<file path="src/rtl/core/sdseq_pkg.sv">
// ----------------------------------------------------------------------------
// SD card sequencer package
// Word types, phase codes, command numbers and status codes shared by the
// sequencer step logic and the top level.
// ----------------------------------------------------------------------------
package sdseq_pkg;

    // Event codes carried in the op field of an input word.
    localparam logic [1:0] OP_START    = 2'd0;
    localparam logic [1:0] OP_DONE     = 2'd1;
    localparam logic [1:0] OP_FAIL     = 2'd2;
    localparam logic [1:0] OP_READ     = 2'd3;

    // Sequencer phases.
    localparam logic [3:0] PH_IDLE     = 4'd0;
    localparam logic [3:0] PH_CMD0     = 4'd1;
    localparam logic [3:0] PH_CMD8     = 4'd2;
    localparam logic [3:0] PH_A55      = 4'd3;
    localparam logic [3:0] PH_ACMD41   = 4'd4;
    localparam logic [3:0] PH_CMD2     = 4'd5;
    localparam logic [3:0] PH_CMD3     = 4'd6;
    localparam logic [3:0] PH_CMD9     = 4'd7;
    localparam logic [3:0] PH_CMD7     = 4'd8;
    localparam logic [3:0] PH_B55      = 4'd9;
    localparam logic [3:0] PH_ACMD6    = 4'd10;
    localparam logic [3:0] PH_CMD16    = 4'd11;
    localparam logic [3:0] PH_READY    = 4'd12;
    localparam logic [3:0] PH_READ     = 4'd13;

    // Command numbers.
    localparam logic [5:0] CMD_RESET_CARD   = 6'd0;
    localparam logic [5:0] CMD_GET_CID      = 6'd2;
    localparam logic [5:0] CMD_SEND_RCA     = 6'd3;
    localparam logic [5:0] CMD_SET_WIDTH    = 6'd6;
    localparam logic [5:0] CMD_SELECT       = 6'd7;
    localparam logic [5:0] CMD_IF_CHECK     = 6'd8;
    localparam logic [5:0] CMD_GET_CSD      = 6'd9;
    localparam logic [5:0] CMD_BLOCK_SIZE   = 6'd16;
    localparam logic [5:0] CMD_READ_SINGLE  = 6'd17;
    localparam logic [5:0] CMD_READ_MULTI   = 6'd18;
    localparam logic [5:0] CMD_SEND_OP_COND = 6'd41;
    localparam logic [5:0] CMD_APP_PREFIX   = 6'd55;

    // Response kinds.
    localparam logic [2:0] RK_NONE     = 3'd0;
    localparam logic [2:0] RK_R1       = 3'd1;
    localparam logic [2:0] RK_R1B      = 3'd2;
    localparam logic [2:0] RK_R2       = 3'd3;
    localparam logic [2:0] RK_R3       = 3'd4;

    // Clock requests.
    localparam logic [1:0] CLK_KEEP    = 2'd0;
    localparam logic [1:0] CLK_IDENT   = 2'd1;
    localparam logic [1:0] CLK_DATA    = 2'd2;

    // Final status codes.
    localparam logic [2:0] ST_BUSY_RUN = 3'd0;
    localparam logic [2:0] ST_READY    = 3'd1;
    localparam logic [2:0] ST_NO_ECHO  = 3'd2;
    localparam logic [2:0] ST_TIMEOUT  = 3'd3;
    localparam logic [2:0] ST_FAILED   = 3'd4;
    localparam logic [2:0] ST_REJECTED = 3'd5;

    // Command arguments and response masks.
    localparam logic [31:0] ARG_IF_COND   = 32'h0000_01AA;
    localparam logic [7:0]  IF_COND_ECHO  = 8'hAA;
    localparam logic [31:0] ARG_OP_COND   = 32'h40FF_8000;
    localparam logic [31:0] ARG_WIDTH4    = 32'h0000_0002;
    localparam logic [31:0] ARG_BLOCKLEN  = 32'h0000_0200;
    localparam logic [1:0]  CSD_V2        = 2'b01;

    // Configuration register.
    localparam logic [11:0] RETRY_LIMIT_RESET = 12'd1000;

    typedef struct packed {
        logic [1:0]  op;
        logic [31:0] resp_top;
        logic [31:0] resp_second;
        logic [31:0] resp_third;
        logic [31:0] block_address;
        logic [22:0] block_count;
    } in_word_t;

    typedef struct packed {
        logic        issue;
        logic [5:0]  cmd_index;
        logic [31:0] cmd_arg;
        logic [2:0]  resp_kind;
        logic [22:0] data_blocks;
        logic        wait_first;
        logic [1:0]  clock_request;
        logic        wide_bus;
        logic [2:0]  status;
        logic        high_capacity;
        logic [15:0] card_address;
        logic [22:0] capacity_units;
    } out_word_t;

    typedef struct packed {
        logic [3:0]  phase;
        logic [11:0] retry_count;
        logic [15:0] rel_address;
        logic        hc_flag;
        logic [22:0] capacity;
    } card_state_t;

endpackage

</file>
<file path="src/rtl/core/sdseq_step.sv">
// ----------------------------------------------------------------------------
// SD card sequencer step logic
// Combinational decision for one event word: the next card state and the
// result word (next command or final status).
// ----------------------------------------------------------------------------
module sdseq_step (
    input  sdseq_pkg::in_word_t    in_data,
    input  sdseq_pkg::card_state_t state,
    input  logic [11:0]            retry_limit,
    output sdseq_pkg::card_state_t state_next,
    output sdseq_pkg::out_word_t   result
);

    logic [31:0] rca_arg;
    logic [11:0] retry_inc;
    logic        init_active;
    logic [21:0] c_size;

    assign rca_arg     = {state.rel_address, 16'h0000};
    assign retry_inc   = state.retry_count + 12'd1;
    assign init_active = (state.phase >= sdseq_pkg::PH_CMD0)
                      && (state.phase <= sdseq_pkg::PH_CMD16);
    assign c_size      = {in_data.resp_second[5:0], in_data.resp_third[31:16]};

    always_comb
    begin
        state_next = state;
        result     = '0;

        unique case (in_data.op)
            sdseq_pkg::OP_START:
            begin
                state_next.rel_address = '0;
                state_next.hc_flag     = 1'b0;
                state_next.capacity    = '0;
                state_next.retry_count = '0;
                state_next.phase       = sdseq_pkg::PH_CMD0;
                result.clock_request   = sdseq_pkg::CLK_IDENT;
                result.issue           = 1'b1;
                result.cmd_index       = sdseq_pkg::CMD_RESET_CARD;
                result.resp_kind       = sdseq_pkg::RK_NONE;
                result.wait_first      = 1'b1;
            end
            sdseq_pkg::OP_FAIL:
            begin
                if (init_active)
                begin
                    result.status    = sdseq_pkg::ST_FAILED;
                    state_next.phase = sdseq_pkg::PH_IDLE;
                end
                else if (state.phase == sdseq_pkg::PH_READ)
                begin
                    result.status    = sdseq_pkg::ST_FAILED;
                    state_next.phase = sdseq_pkg::PH_READY;
                end
                else
                begin
                    result.status = sdseq_pkg::ST_REJECTED;
                end
            end
            sdseq_pkg::OP_READ:
            begin
                if (state.phase == sdseq_pkg::PH_READY && in_data.block_count != '0)
                begin
                    result.issue       = 1'b1;
                    result.cmd_index   = (in_data.block_count == 23'd1)
                                       ? sdseq_pkg::CMD_READ_SINGLE
                                       : sdseq_pkg::CMD_READ_MULTI;
                    // Standard capacity cards take a byte address.
                    result.cmd_arg     = state.hc_flag ? in_data.block_address
                                       : {in_data.block_address[22:0], 9'd0};
                    result.resp_kind   = sdseq_pkg::RK_R1;
                    result.data_blocks = in_data.block_count;
                    state_next.phase   = sdseq_pkg::PH_READ;
                end
                else
                begin
                    result.status = sdseq_pkg::ST_REJECTED;
                end
            end
            default:
            begin
                unique case (state.phase)
                    sdseq_pkg::PH_CMD0:
                    begin
                        result.issue      = 1'b1;
                        result.cmd_index  = sdseq_pkg::CMD_IF_CHECK;
                        result.cmd_arg    = sdseq_pkg::ARG_IF_COND;
                        result.resp_kind  = sdseq_pkg::RK_R1;
                        result.wait_first = 1'b1;
                        state_next.phase  = sdseq_pkg::PH_CMD8;
                    end
                    sdseq_pkg::PH_CMD8:
                    begin
                        if (in_data.resp_top[7:0] != sdseq_pkg::IF_COND_ECHO)
                        begin
                            result.status    = sdseq_pkg::ST_NO_ECHO;
                            state_next.phase = sdseq_pkg::PH_IDLE;
                        end
                        else
                        begin
                            state_next.retry_count = '0;
                            result.issue     = 1'b1;
                            result.cmd_index = sdseq_pkg::CMD_APP_PREFIX;
                            result.cmd_arg   = rca_arg;
                            result.resp_kind = sdseq_pkg::RK_R1;
                            state_next.phase = sdseq_pkg::PH_A55;
                        end
                    end
                    sdseq_pkg::PH_A55:
                    begin
                        result.issue     = 1'b1;
                        result.cmd_index = sdseq_pkg::CMD_SEND_OP_COND;
                        result.cmd_arg   = sdseq_pkg::ARG_OP_COND;
                        result.resp_kind = sdseq_pkg::RK_R3;
                        state_next.phase = sdseq_pkg::PH_ACMD41;
                    end
                    sdseq_pkg::PH_ACMD41:
                    begin
                        state_next.retry_count = retry_inc;
                        // Bit 31 of the OCR set means power-up has finished.
                        if (in_data.resp_top[31])
                        begin
                            state_next.hc_flag = in_data.resp_top[30];
                            result.issue       = 1'b1;
                            result.cmd_index   = sdseq_pkg::CMD_GET_CID;
                            result.resp_kind   = sdseq_pkg::RK_R2;
                            state_next.phase   = sdseq_pkg::PH_CMD2;
                        end
                        else if (retry_inc >= retry_limit)
                        begin
                            result.status    = sdseq_pkg::ST_TIMEOUT;
                            state_next.phase = sdseq_pkg::PH_IDLE;
                        end
                        else
                        begin
                            result.issue      = 1'b1;
                            result.cmd_index  = sdseq_pkg::CMD_APP_PREFIX;
                            result.cmd_arg    = rca_arg;
                            result.resp_kind  = sdseq_pkg::RK_R1;
                            result.wait_first = 1'b1;
                            state_next.phase  = sdseq_pkg::PH_A55;
                        end
                    end
                    sdseq_pkg::PH_CMD2:
                    begin
                        result.issue     = 1'b1;
                        result.cmd_index = sdseq_pkg::CMD_SEND_RCA;
                        result.resp_kind = sdseq_pkg::RK_R1;
                        state_next.phase = sdseq_pkg::PH_CMD3;
                    end
                    sdseq_pkg::PH_CMD3:
                    begin
                        state_next.rel_address = in_data.resp_top[31:16];
                        result.issue     = 1'b1;
                        result.cmd_index = sdseq_pkg::CMD_GET_CSD;
                        result.cmd_arg   = {in_data.resp_top[31:16], 16'h0000};
                        result.resp_kind = sdseq_pkg::RK_R2;
                        state_next.phase = sdseq_pkg::PH_CMD9;
                    end
                    sdseq_pkg::PH_CMD9:
                    begin
                        if (in_data.resp_top[31:30] == sdseq_pkg::CSD_V2)
                        begin
                            state_next.capacity = {1'b0, c_size} + 23'd1;
                        end
                        else
                        begin
                            state_next.capacity = '0;
                        end
                        result.issue     = 1'b1;
                        result.cmd_index = sdseq_pkg::CMD_SELECT;
                        result.cmd_arg   = rca_arg;
                        result.resp_kind = sdseq_pkg::RK_R1B;
                        state_next.phase = sdseq_pkg::PH_CMD7;
                    end
                    sdseq_pkg::PH_CMD7:
                    begin
                        result.issue     = 1'b1;
                        result.cmd_index = sdseq_pkg::CMD_APP_PREFIX;
                        result.cmd_arg   = rca_arg;
                        result.resp_kind = sdseq_pkg::RK_R1;
                        state_next.phase = sdseq_pkg::PH_B55;
                    end
                    sdseq_pkg::PH_B55:
                    begin
                        result.issue     = 1'b1;
                        result.cmd_index = sdseq_pkg::CMD_SET_WIDTH;
                        result.cmd_arg   = sdseq_pkg::ARG_WIDTH4;
                        result.resp_kind = sdseq_pkg::RK_R1;
                        state_next.phase = sdseq_pkg::PH_ACMD6;
                    end
                    sdseq_pkg::PH_ACMD6:
                    begin
                        result.issue     = 1'b1;
                        result.cmd_index = sdseq_pkg::CMD_BLOCK_SIZE;
                        result.cmd_arg   = sdseq_pkg::ARG_BLOCKLEN;
                        result.resp_kind = sdseq_pkg::RK_R1;
                        state_next.phase = sdseq_pkg::PH_CMD16;
                    end
                    sdseq_pkg::PH_CMD16:
                    begin
                        result.clock_request = sdseq_pkg::CLK_DATA;
                        result.status        = sdseq_pkg::ST_READY;
                        state_next.phase     = sdseq_pkg::PH_READY;
                    end
                    sdseq_pkg::PH_READ:
                    begin
                        result.status    = sdseq_pkg::ST_READY;
                        state_next.phase = sdseq_pkg::PH_READY;
                    end
                    default:
                    begin
                        result.status = sdseq_pkg::ST_REJECTED;
                    end
                endcase
            end
        endcase

        result.wide_bus       = (state_next.phase >= sdseq_pkg::PH_CMD16)
                             && (state_next.phase <= sdseq_pkg::PH_READ);
        result.high_capacity  = state_next.hc_flag;
        result.card_address   = state_next.rel_address;
        result.capacity_units = state_next.capacity;
    end

endmodule

</file>
<file path="src/rtl/core/sd_card_init_and_read_sequencer_unit.sv">
// ----------------------------------------------------------------------------
// SD card initialization and read sequencer
// Command-level sequencer: turns card events into the next command to send.
// ----------------------------------------------------------------------------
// Usage:
//   The input channel (in_valid, in_stall, in_data) carries one event word:
//   start, command completed with its response, command failed, or read
//   request. For every accepted word exactly one result word appears on the
//   output channel (out_valid, out_stall, out_data): the next command to
//   send, or a final status with the captured card details.
//   The card state is updated at the edge that accepts the event; the result
//   word is registered in the output register, or in the skid register if
//   the output word is held. One word per cycle is sustained while the
//   receiver does not stall; the state-to-output decision path is the limit.
//   When the receiver stalls, one further word is taken into a skid register
//   and in_stall then rises until the output register drains.
//   Reset puts the sequencer in the idle phase, clears the card details and
//   sets the busy retry limit to 1000. The user writes the limit over the APB
//   port at byte address 0 while the sequencer is idle; this is not enforced.
// ----------------------------------------------------------------------------
module sd_card_init_and_read_sequencer_unit (
    input  logic                  clk,
    input  logic                  rst_n,
    input  logic                  in_valid,
    output logic                  in_stall,
    input  sdseq_pkg::in_word_t   in_data,
    output logic                  out_valid,
    input  logic                  out_stall,
    output sdseq_pkg::out_word_t  out_data,
    input  logic                  psel,
    input  logic                  penable,
    input  logic                  pwrite,
    input  logic [2:0]            paddr,
    input  logic [31:0]           pwdata,
    output logic [31:0]           prdata,
    output logic                  pready
);

    sdseq_pkg::card_state_t state_reg;
    sdseq_pkg::card_state_t state_next;
    sdseq_pkg::out_word_t   result;
    sdseq_pkg::out_word_t   out_reg;
    sdseq_pkg::out_word_t   skid_reg;
    logic                   out_valid_reg;
    logic                   skid_valid_reg;
    logic [11:0]            retry_limit_reg;
    logic                   in_fire;
    logic                   out_free;
    logic                   cfg_write;

    assign in_fire   = in_valid && !skid_valid_reg;
    assign out_free  = !out_valid_reg || !out_stall;
    assign cfg_write = psel && penable && pwrite && !paddr[2];

    assign in_stall  = skid_valid_reg;
    assign out_valid = out_valid_reg;
    assign out_data  = out_reg;
    assign pready    = 1'b1;
    assign prdata    = paddr[2] ? 32'd0 : {20'd0, retry_limit_reg};

    sdseq_step u_step (
        .in_data     (in_data),
        .state       (state_reg),
        .retry_limit (retry_limit_reg),
        .state_next  (state_next),
        .result      (result)
    );

    always_ff @(posedge clk or negedge rst_n)
    begin
        if (!rst_n)
        begin
            state_reg       <= '0;
            retry_limit_reg <= sdseq_pkg::RETRY_LIMIT_RESET;
        end
        else
        begin
            if (in_fire)
            begin
                state_reg <= state_next;
            end
            if (cfg_write)
            begin
                retry_limit_reg <= pwdata[11:0];
            end
        end
    end

    always_ff @(posedge clk or negedge rst_n)
    begin
        if (!rst_n)
        begin
            out_valid_reg  <= 1'b0;
            skid_valid_reg <= 1'b0;
        end
        else if (out_free)
        begin
            if (skid_valid_reg)
            begin
                out_valid_reg  <= 1'b1;
                skid_valid_reg <= 1'b0;
            end
            else
            begin
                out_valid_reg <= in_fire;
            end
        end
        else if (in_fire)
        begin
            skid_valid_reg <= 1'b1;
        end
    end

    always_ff @(posedge clk)
    begin
        if (out_free)
        begin
            if (skid_valid_reg)
            begin
                out_reg <= skid_reg;
            end
            else if (in_fire)
            begin
                out_reg <= result;
            end
        end
        else if (in_fire)
        begin
            skid_reg <= result;
        end
    end

    // The skid register only fills behind a held output word.
    assert property (@(posedge clk) disable iff (!rst_n)
        skid_valid_reg |-> out_valid_reg)
        else $error("skid word held without an output word");

    assert property (@(posedge clk) disable iff (!rst_n)
        (out_valid_reg && out_stall && in_fire) |=> skid_valid_reg)
        else $error("event accepted under stall was not kept");

    assert property (@(posedge clk) disable iff (!rst_n)
        (in_fire && in_data.op == sdseq_pkg::OP_START) |=>
            (state_reg.phase == sdseq_pkg::PH_CMD0 && state_reg.rel_address == '0))
        else $error("start did not restart the sequence");

    assert property (@(posedge clk) disable iff (!rst_n)
        (out_valid_reg && out_reg.status != sdseq_pkg::ST_BUSY_RUN) |-> !out_reg.issue)
        else $error("final status word also issues a command");

    assert property (@(posedge clk) disable iff (!rst_n)
        (out_valid_reg && !out_reg.issue) |->
            (out_reg.cmd_index == '0 && out_reg.cmd_arg == '0 && out_reg.data_blocks == '0))
        else $error("command fields not cleared in a status word");

endmodule

</file>
<file path="config.mk">
export PLATFORM = sky130hd
export DESIGN_NAME = sd_card_init_and_read_sequencer_unit
export DESIGN_NICKNAME = d
export VERILOG_FILES = /design/src/rtl/core/sdseq_pkg.sv /design/src/rtl/core/sdseq_step.sv /design/src/rtl/core/sd_card_init_and_read_sequencer_unit.sv
export SDC_FILE = /design/constraint.sdc
export NUM_CORES = 1
export LEC_CHECK = 0
export ABC_AREA = 1
export BUFFER_PORTS_ARGS = -buffer_cell sky130_fd_sc_hd__buf_2
export CELL_PAD_IN_SITES_DETAIL_PLACEMENT = 1
export CELL_PAD_IN_SITES_GLOBAL_PLACEMENT = 2
export CORE_ASPECT_RATIO = 1.4
export CORE_MARGIN = 5
export CORE_UTILIZATION = 31
export DETAILED_ROUTE_END_ITERATION = 8
export PLACE_DENSITY_LB_ADDON = 0.1
export REMOVE_ABC_BUFFERS = 1
export SLEW_MARGIN = 25
export SYNTH_ARGS = -nofsm -noshare
export SYNTH_HDL_FRONTEND = slang
export SYNTH_SLANG_ARGS = --single-unit
export TNS_END_PERCENT = 30
</file>
<file path="constraint.sdc">
create_clock -name clk -period 8.8 [get_ports clk]
set_input_delay 0.88 -clock clk [delete_from_list [all_inputs] [get_ports clk]]
set_output_delay 0.88 -clock clk [all_outputs]
set_load 0.005 [all_outputs]
</file>
==> impl_metrics.json, run 1 <==
{
  "outcome": "finished clean",
  "power_mw": 3.67,
  "synth_edf_count": 224,
  "cts_root_buf": "clkbuf_16",
  "relSlewSlack": 0.342,
  "maxCapViolCount": 0,
  "routed_via_density": 4.74,
  "regToRegEndpoint": "skid_reg[13]$_DFFE_PP_",
  "fillers": 5415,
  "hp-class": "in -> async",
  "grt_pass1_vias": 12200,
  "synth_area_leaders": "edfxtp_1 47%, nand2_1 13%, dfrtp_1 11%",
  "rrSetupSlack_ns": 4.63,
  "worstPathRequired_ns": 8.95,
  "rows": 93,
  "first_iter_violations": 587,
  "synthArstFlopShare": 0.238,
  "ctsResizeCount": 0,
  "ctsHoldBuffers": 0,
  "end_kind": "flop",
  "cts_setup_buffers": 0,
  "pin_count": 342,
  "dieArea_um2": 50900,
  "clockPowerShare": 0.416,
  "cts_buffers": 35,
  "multi_input_area_um2": 4920,
  "p_int_mw": 2.70,
  "final-seq-area_um2": 8490,
  "clk_latency_ns": 0.52,
  "seq_area_frac_synth": 0.590,
  "grt_max_degree": 71,
  "switching_power_uw": 971,
  "hold_violations": 0,
  "grt_pass1_wl_um": 70100,
  "reg2reg_depth": 6,
  "cts_sinks": 294,
  "die_w_um": 192,
  "htreeDepth": 2,
  "swShare": 0.265,
  "grtUsageTotal": 0.176,
  "synth_seq_cells": 294,
  "crit_path_start_kind": "flop",
  "tns_ns": 0,
  "start_util": 0.313,
  "core_um2": 46000,
  "yosys-top-cells-count": "492 x nand2_1, 224 x edfxtp_1, 156 x inv_1, 125 x nor2_1, 94 x o21ai_0",
  "timing.hold.ws_ns": 0.410,
  "synth.cell_area_um2": 14400,
  "vias": 11500,
  "yosys.area.top_type": "edfxtp_1",
  "gp_congestion": 0.824,
  "io_buffer_count": 248,
  "drc": 0,
  "dr.pass1.iters": 4,
  "final_core_util": 0.377,
  "area_growth_pct": 20.4,
  "slew_violations": 0,
  "clk_pin_slew_ns": 0.06,
  "synth_area_per_cell_um2": 9.32,
  "fin_nets": 1983,
  "die_h_um": 265,
  "drtAntennaViolNets": 0,
  "skew_ns": 0.0110,
  "clk_path_buf_depth": 3,
  "worst_pin_slew_ns": 0.985,
  "setup_viol": 0,
  "leakage_nw": 7.80,
  "fmax_ghz": 0.240,
  "worstPathMaxFanout": 57,
  "seqPwrFrac": 0.456,
  "antenna_cells": 0,
  "critPathKind": "reg -> reg",
  "cts_tree": "done",
  "yosysMostFrequentCell": "nand2_1",
  "synth_top_area_share": 0.468,
  "drive_above_1_share": 0.204,
  "layout_min_cycle_time_ns": 4.17,
  "synth_ff_type": "edfxtp_1",
  "wl_per_cell_um": 18.9,
  "vdd_drop_max_mv": 0.123,
  "comb_power_share": 0.128,
  "dp_hpwl_um": 30500,
  "yosysWarnings": 0,
  "synthCells": 1543,
  "powerDensity_nw_per_um2": 212,
  "arrival_ns": 4.31,
  "grt_overflow": 0,
  "rsz0062_at_grt": "no",
  "synth_cell_types": 50,
  "r2r-start": "in_stall$_DFFE_PN0P_",
  "grt_antenna_before_repair": 0,
  "wirelength_um": 45700,
  "period_share": 0.474
}
metrics by stage:
stage          setup slack (ns)  std cells  area [um^2]
3_5_place_dp               4.48       2354        16100
5_1_grt                    4.30       2418        17300
2_1_floorplan            0.0266       1479        14000
6_report                   4.63       2418        17300
3_3_place_gp               4.50       2354        16100
4_1_cts                    4.47       2418        17300
how the worst max path moves through the flow:
stage	to	from	cells after the start	slack, ns
after global placement	skid_reg[39]$_DFFE_PP_	in_stall$_DFFE_PN0P_	6	4.50
after detailed placement	skid_reg[39]$_DFFE_PP_	in_stall$_DFFE_PN0P_	6	4.48
after CTS	skid_reg[13]$_DFFE_PP_	in_stall$_DFFE_PN0P_	6	4.47
after global routing	skid_reg[13]$_DFFE_PP_	in_stall$_DFFE_PN0P_	6	4.30
final	skid_reg[13]$_DFFE_PP_	in_stall$_DFFE_PN0P_	6	4.63
after floorplan	skid_reg[0]$_DFFE_PP_	in_stall$_DFFE_PN0P_	3	0.03
layout by cell type (no fill, tap or decap), drive strengths merged, types with 14 or more instances in the layout:
master  netlist  layout
edfxtp      224     224
mux2i        16      16
buf          46     258
nand2       498     498
nand4        19      19
o22ai        60      60
nor3         17      17
a31oi        16      16
o21ai       119     119
dfrtp        64      64
conb          2      21
clkinv        2      17
inv         163     163
clkbuf       37      43
nand3        43      43
ha           14      14
a21oi        31      31
nor2        133     133
cells by family after synthesis:
logic type,after synthesis,share of synthesized area
and+or+nand+nor,712,0.202
adders and majority gates,14,0.0122
xor gates and xnor gates,7,0.00426
buffers and inverters,248,0.0745
muxes,22,0.0158
other,2,0.000522
DFF,294,0.590
AOI/OAI and AO/OA,244,0.100
critical path, stage by stage (launching register included):
cell and delay (ns):
dfrtp_4 0.76, inv_4 0.49, nand2_2 0.06, buf_4 0.33, nor2_4 0.61, buf_4 0.77
buf_4 0.69
power groups by stage:
stage	Combinational, mW	Clock [mW]	Sequential [mW]
4_1_cts	0.486	1.58	1.68
6_report	0.470	1.53	1.67
2_1_floorplan	0.253	0	1.70
3_3_place_gp	0.474	0	1.70
3_5_place_dp	0.483	0	1.70
5_1_grt	0.535	1.63	1.68
layer usage:
metal	track usage	vias up	routed length, um
met5	0	-	0
met4	0.0361	0	784
met1	0.216	5595	19400
met3	0.0259	48	1870
li1	-	5584	-
met2	0.326	228	23600
area by class of cell:
cell class / instances / share of cell area
flip-flops and latches: 294 / 0.490
multi-input cells: 1020 / 0.284
repair buffers: 258 / 0.0764
clock buffers: 43 / 0.0535
well taps: 617 / 0.0446
inverters: 165 / 0.0361
clock inverters: 21 / 0.0150
Note: power is estimated with default switching activity, not from simulation.
==> run 2: changes to the inputs <==
- CORE_UTILIZATION: 31 -> 29
- clock period: 8.8 -> 3.4 ns (I/O delays scaled with it)
==> run 2 against run 1 <==
  * Wire length up 4.3%
  * Sequential share of layout area fell by 0.88 points
  * Total power increased to 2.6 times the previous value
  * Largest power group unchanged
  * Critical path depth grew 14
  * Critical endpoint is now out_data[102]$_DFFE_PP_
  * Setup slack got worse by 4.4 ns
  * Maximum frequency is 30% higher
  * Highest routed layer unchanged
==> impl_metrics.json, run 2 (synthesis results as in run 1) <==
{
  "outcome": "finished clean",
  "critPathKind": "reg -> reg",
  "io_buffer_count": 248,
  "cts_buffers": 35,
  "pin_count": 342,
  "wirelength_um": 47700,
  "relSlewSlack": 0.361,
  "crit_path_start_kind": "flop",
  "grt_pass1_vias": 12600,
  "fin_nets": 2002,
  "vdd_drop_max_mv": 0.283,
  "grt_max_degree": 118,
  "fmax_ghz": 0.312,
  "path_cells": "nand2_1, nor2_2, nand4_1, nor3_2, nand3_1, xor2_1, inv_1, ha_4, nand2_2, nor2_4, nand2_2, nor2_2, nand2_2, nand3_4, nand3_4, buf_12, a21boi_1, o22ai_2, nand2_1, nand2_1",
  "clk_path_buf_depth": 3,
  "dieArea_um2": 54200,
  "final_cell_mix": "487 x nand2_1, 247 x buf_2, 224 x edfxtp_1",
  "setup_viol": 0,
  "max_stage_delay_ns": 0.37,
  "dr.pass1.iters": 5,
  "layout_min_cycle_time_ns": 3.20,
  "fillers": 5755,
  "hold_violations": 0,
  "drtAntennaViolNets": 0,
  "routed_via_density": 4.70,
  "skew_ns": 0.0107,
  "maxCapViolCount": 0,
  "first_iter_violations": 460,
  "cts_tree": "done",
  "htreeDepth": 2,
  "clk_latency_ns": 0.53,
  "rrSetupSlack_ns": 0.20,
  "final_core_util": 0.359,
  "final_common_cell": "nand2_1",
  "cp_num_buf_inv": 2,
  "dp_hpwl_um": 32000,
  "grt_antenna_before_repair": 1,
  "clk_pin_slew_ns": 0.06,
  "grt_pass1_wl_um": 73200,
  "cts_root_buf": "clkbuf_16",
  "core_um2": 49100,
  "period_share": 0.943,
  "cts_sinks": 294,
  "vias": 11500,
  "die_h_um": 274,
  "rows": 96,
  "worstPathMaxFanout": 17,
  "grtUsageTotal": 0.173,
  "hp-class": "in -> reg",
  "timing.hold.ws_ns": 0.0466,
  "area_growth_pct": 22.6,
  "end_kind": "flop",
  "powerDensity_nw_per_um2": 542,
  "wl_per_cell_um": 19.4,
  "gp_congestion": 0.822,
  "grt_overflow": 0,
  "worst_pin_slew_ns": 0.959,
  "drive_above_1_share": 0.221,
  "arrival_ns": 3.49,
  "leakage_nw": 7.92,
  "slew_violations": 0,
  "start_util": 0.293,
  "drc": 0,
  "cp_top_family": "simple AND/OR/NAND/NOR gates",
  "worstPathRequired_ns": 3.68,
  "cp_slowest_cell": "dfrtp_1",
  "die_w_um": 198
}
-- run 2: worst paths after layout --
| check | startpoint | to | depth (start not counted) |
|---|---|---|---|
| worst max register to register | state_reg[40]$_DFFE_PN0P_ | out_data[102]$_DFFE_PP_ | 20 |
| max in group asynchronous | rst_n | retry_limit_reg[3]$_DFFE_PN1P_ | 3 |
| min in group asynchronous | rst_n | state_reg[49]$_DFFE_PN0P_ | 2 |
| worst min register to register | skid_reg[26]$_DFFE_PP_ | out_data[26]$_DFFE_PP_ | 2 |
| worst min-delay path | pwdata[8] | retry_limit_reg[8]$_DFFE_PN1P_ | 3 |
| worst max-delay path | state_reg[40]$_DFFE_PN0P_ | out_data[102]$_DFFE_PP_ | 20 |
-- run 2: timing repair --
action | CTS | global route
hold endpoints to repair | 41 | 0
gates resized for setup | 1 | 25
buffers inserted | 0 | 2
setup endpoints to repair | 6 | 41
pin swaps | 0 | 8
hold buffers | 1 | 0
-- run 2: routing by layer --
layer	track usage	part of all wire	vias up
li1	-	-	5633
met1	0.209	0.41	5625
met2	0.323	0.52	234
met3	0.0263	0.046	54
met4	0.0373	0.018	0
met5	0	0	-
-- run 2: area by class of cell --
type / count / area, um^2 / area share
antenna: 1 / 2.50 / 0.000142
clock buffer: 48 / 966 / 0.0548
clock inverter: 16 / 220 / 0.0125
inverter: 165 / 623 / 0.0353
multi-input combinational: 1020 / 5010 / 0.284
sequential: 294 / 8490 / 0.481
tap: 637 / 797 / 0.0452
timing repair buffer: 277 / 1530 / 0.0866
-- run 2: through the flow --
step	total power [mW]	cells	TNS (ns)	worst slack, ns	cell area, um^2
2_1_floorplan	5.07	1479	-1266.23	-5.37	14000
3_3_place_gp	5.68	2390	0	0.0190	16300
3_5_place_dp	5.71	2390	-0.0194	-0.0194	16300
4_1_cts	9.74	2455	0	0.0169	17500
5_1_grt	10.1	2457	-0.301	-0.0439	17600
6_report	9.55	2458	0	0.195	17600
-- run 2: report_power, final --
group / switching, mW / internal [mW]
clock: 1.56 / 2.38
combinational: 0.875 / 0.430
sequential: 0.123 / 4.18
total: 2.56 / 6.99
-- run 2: tightest hold or removal path: stages --
cell	delay, ns
buf_2	0.10
nor2_1	0.09
a21oi_1	0.05
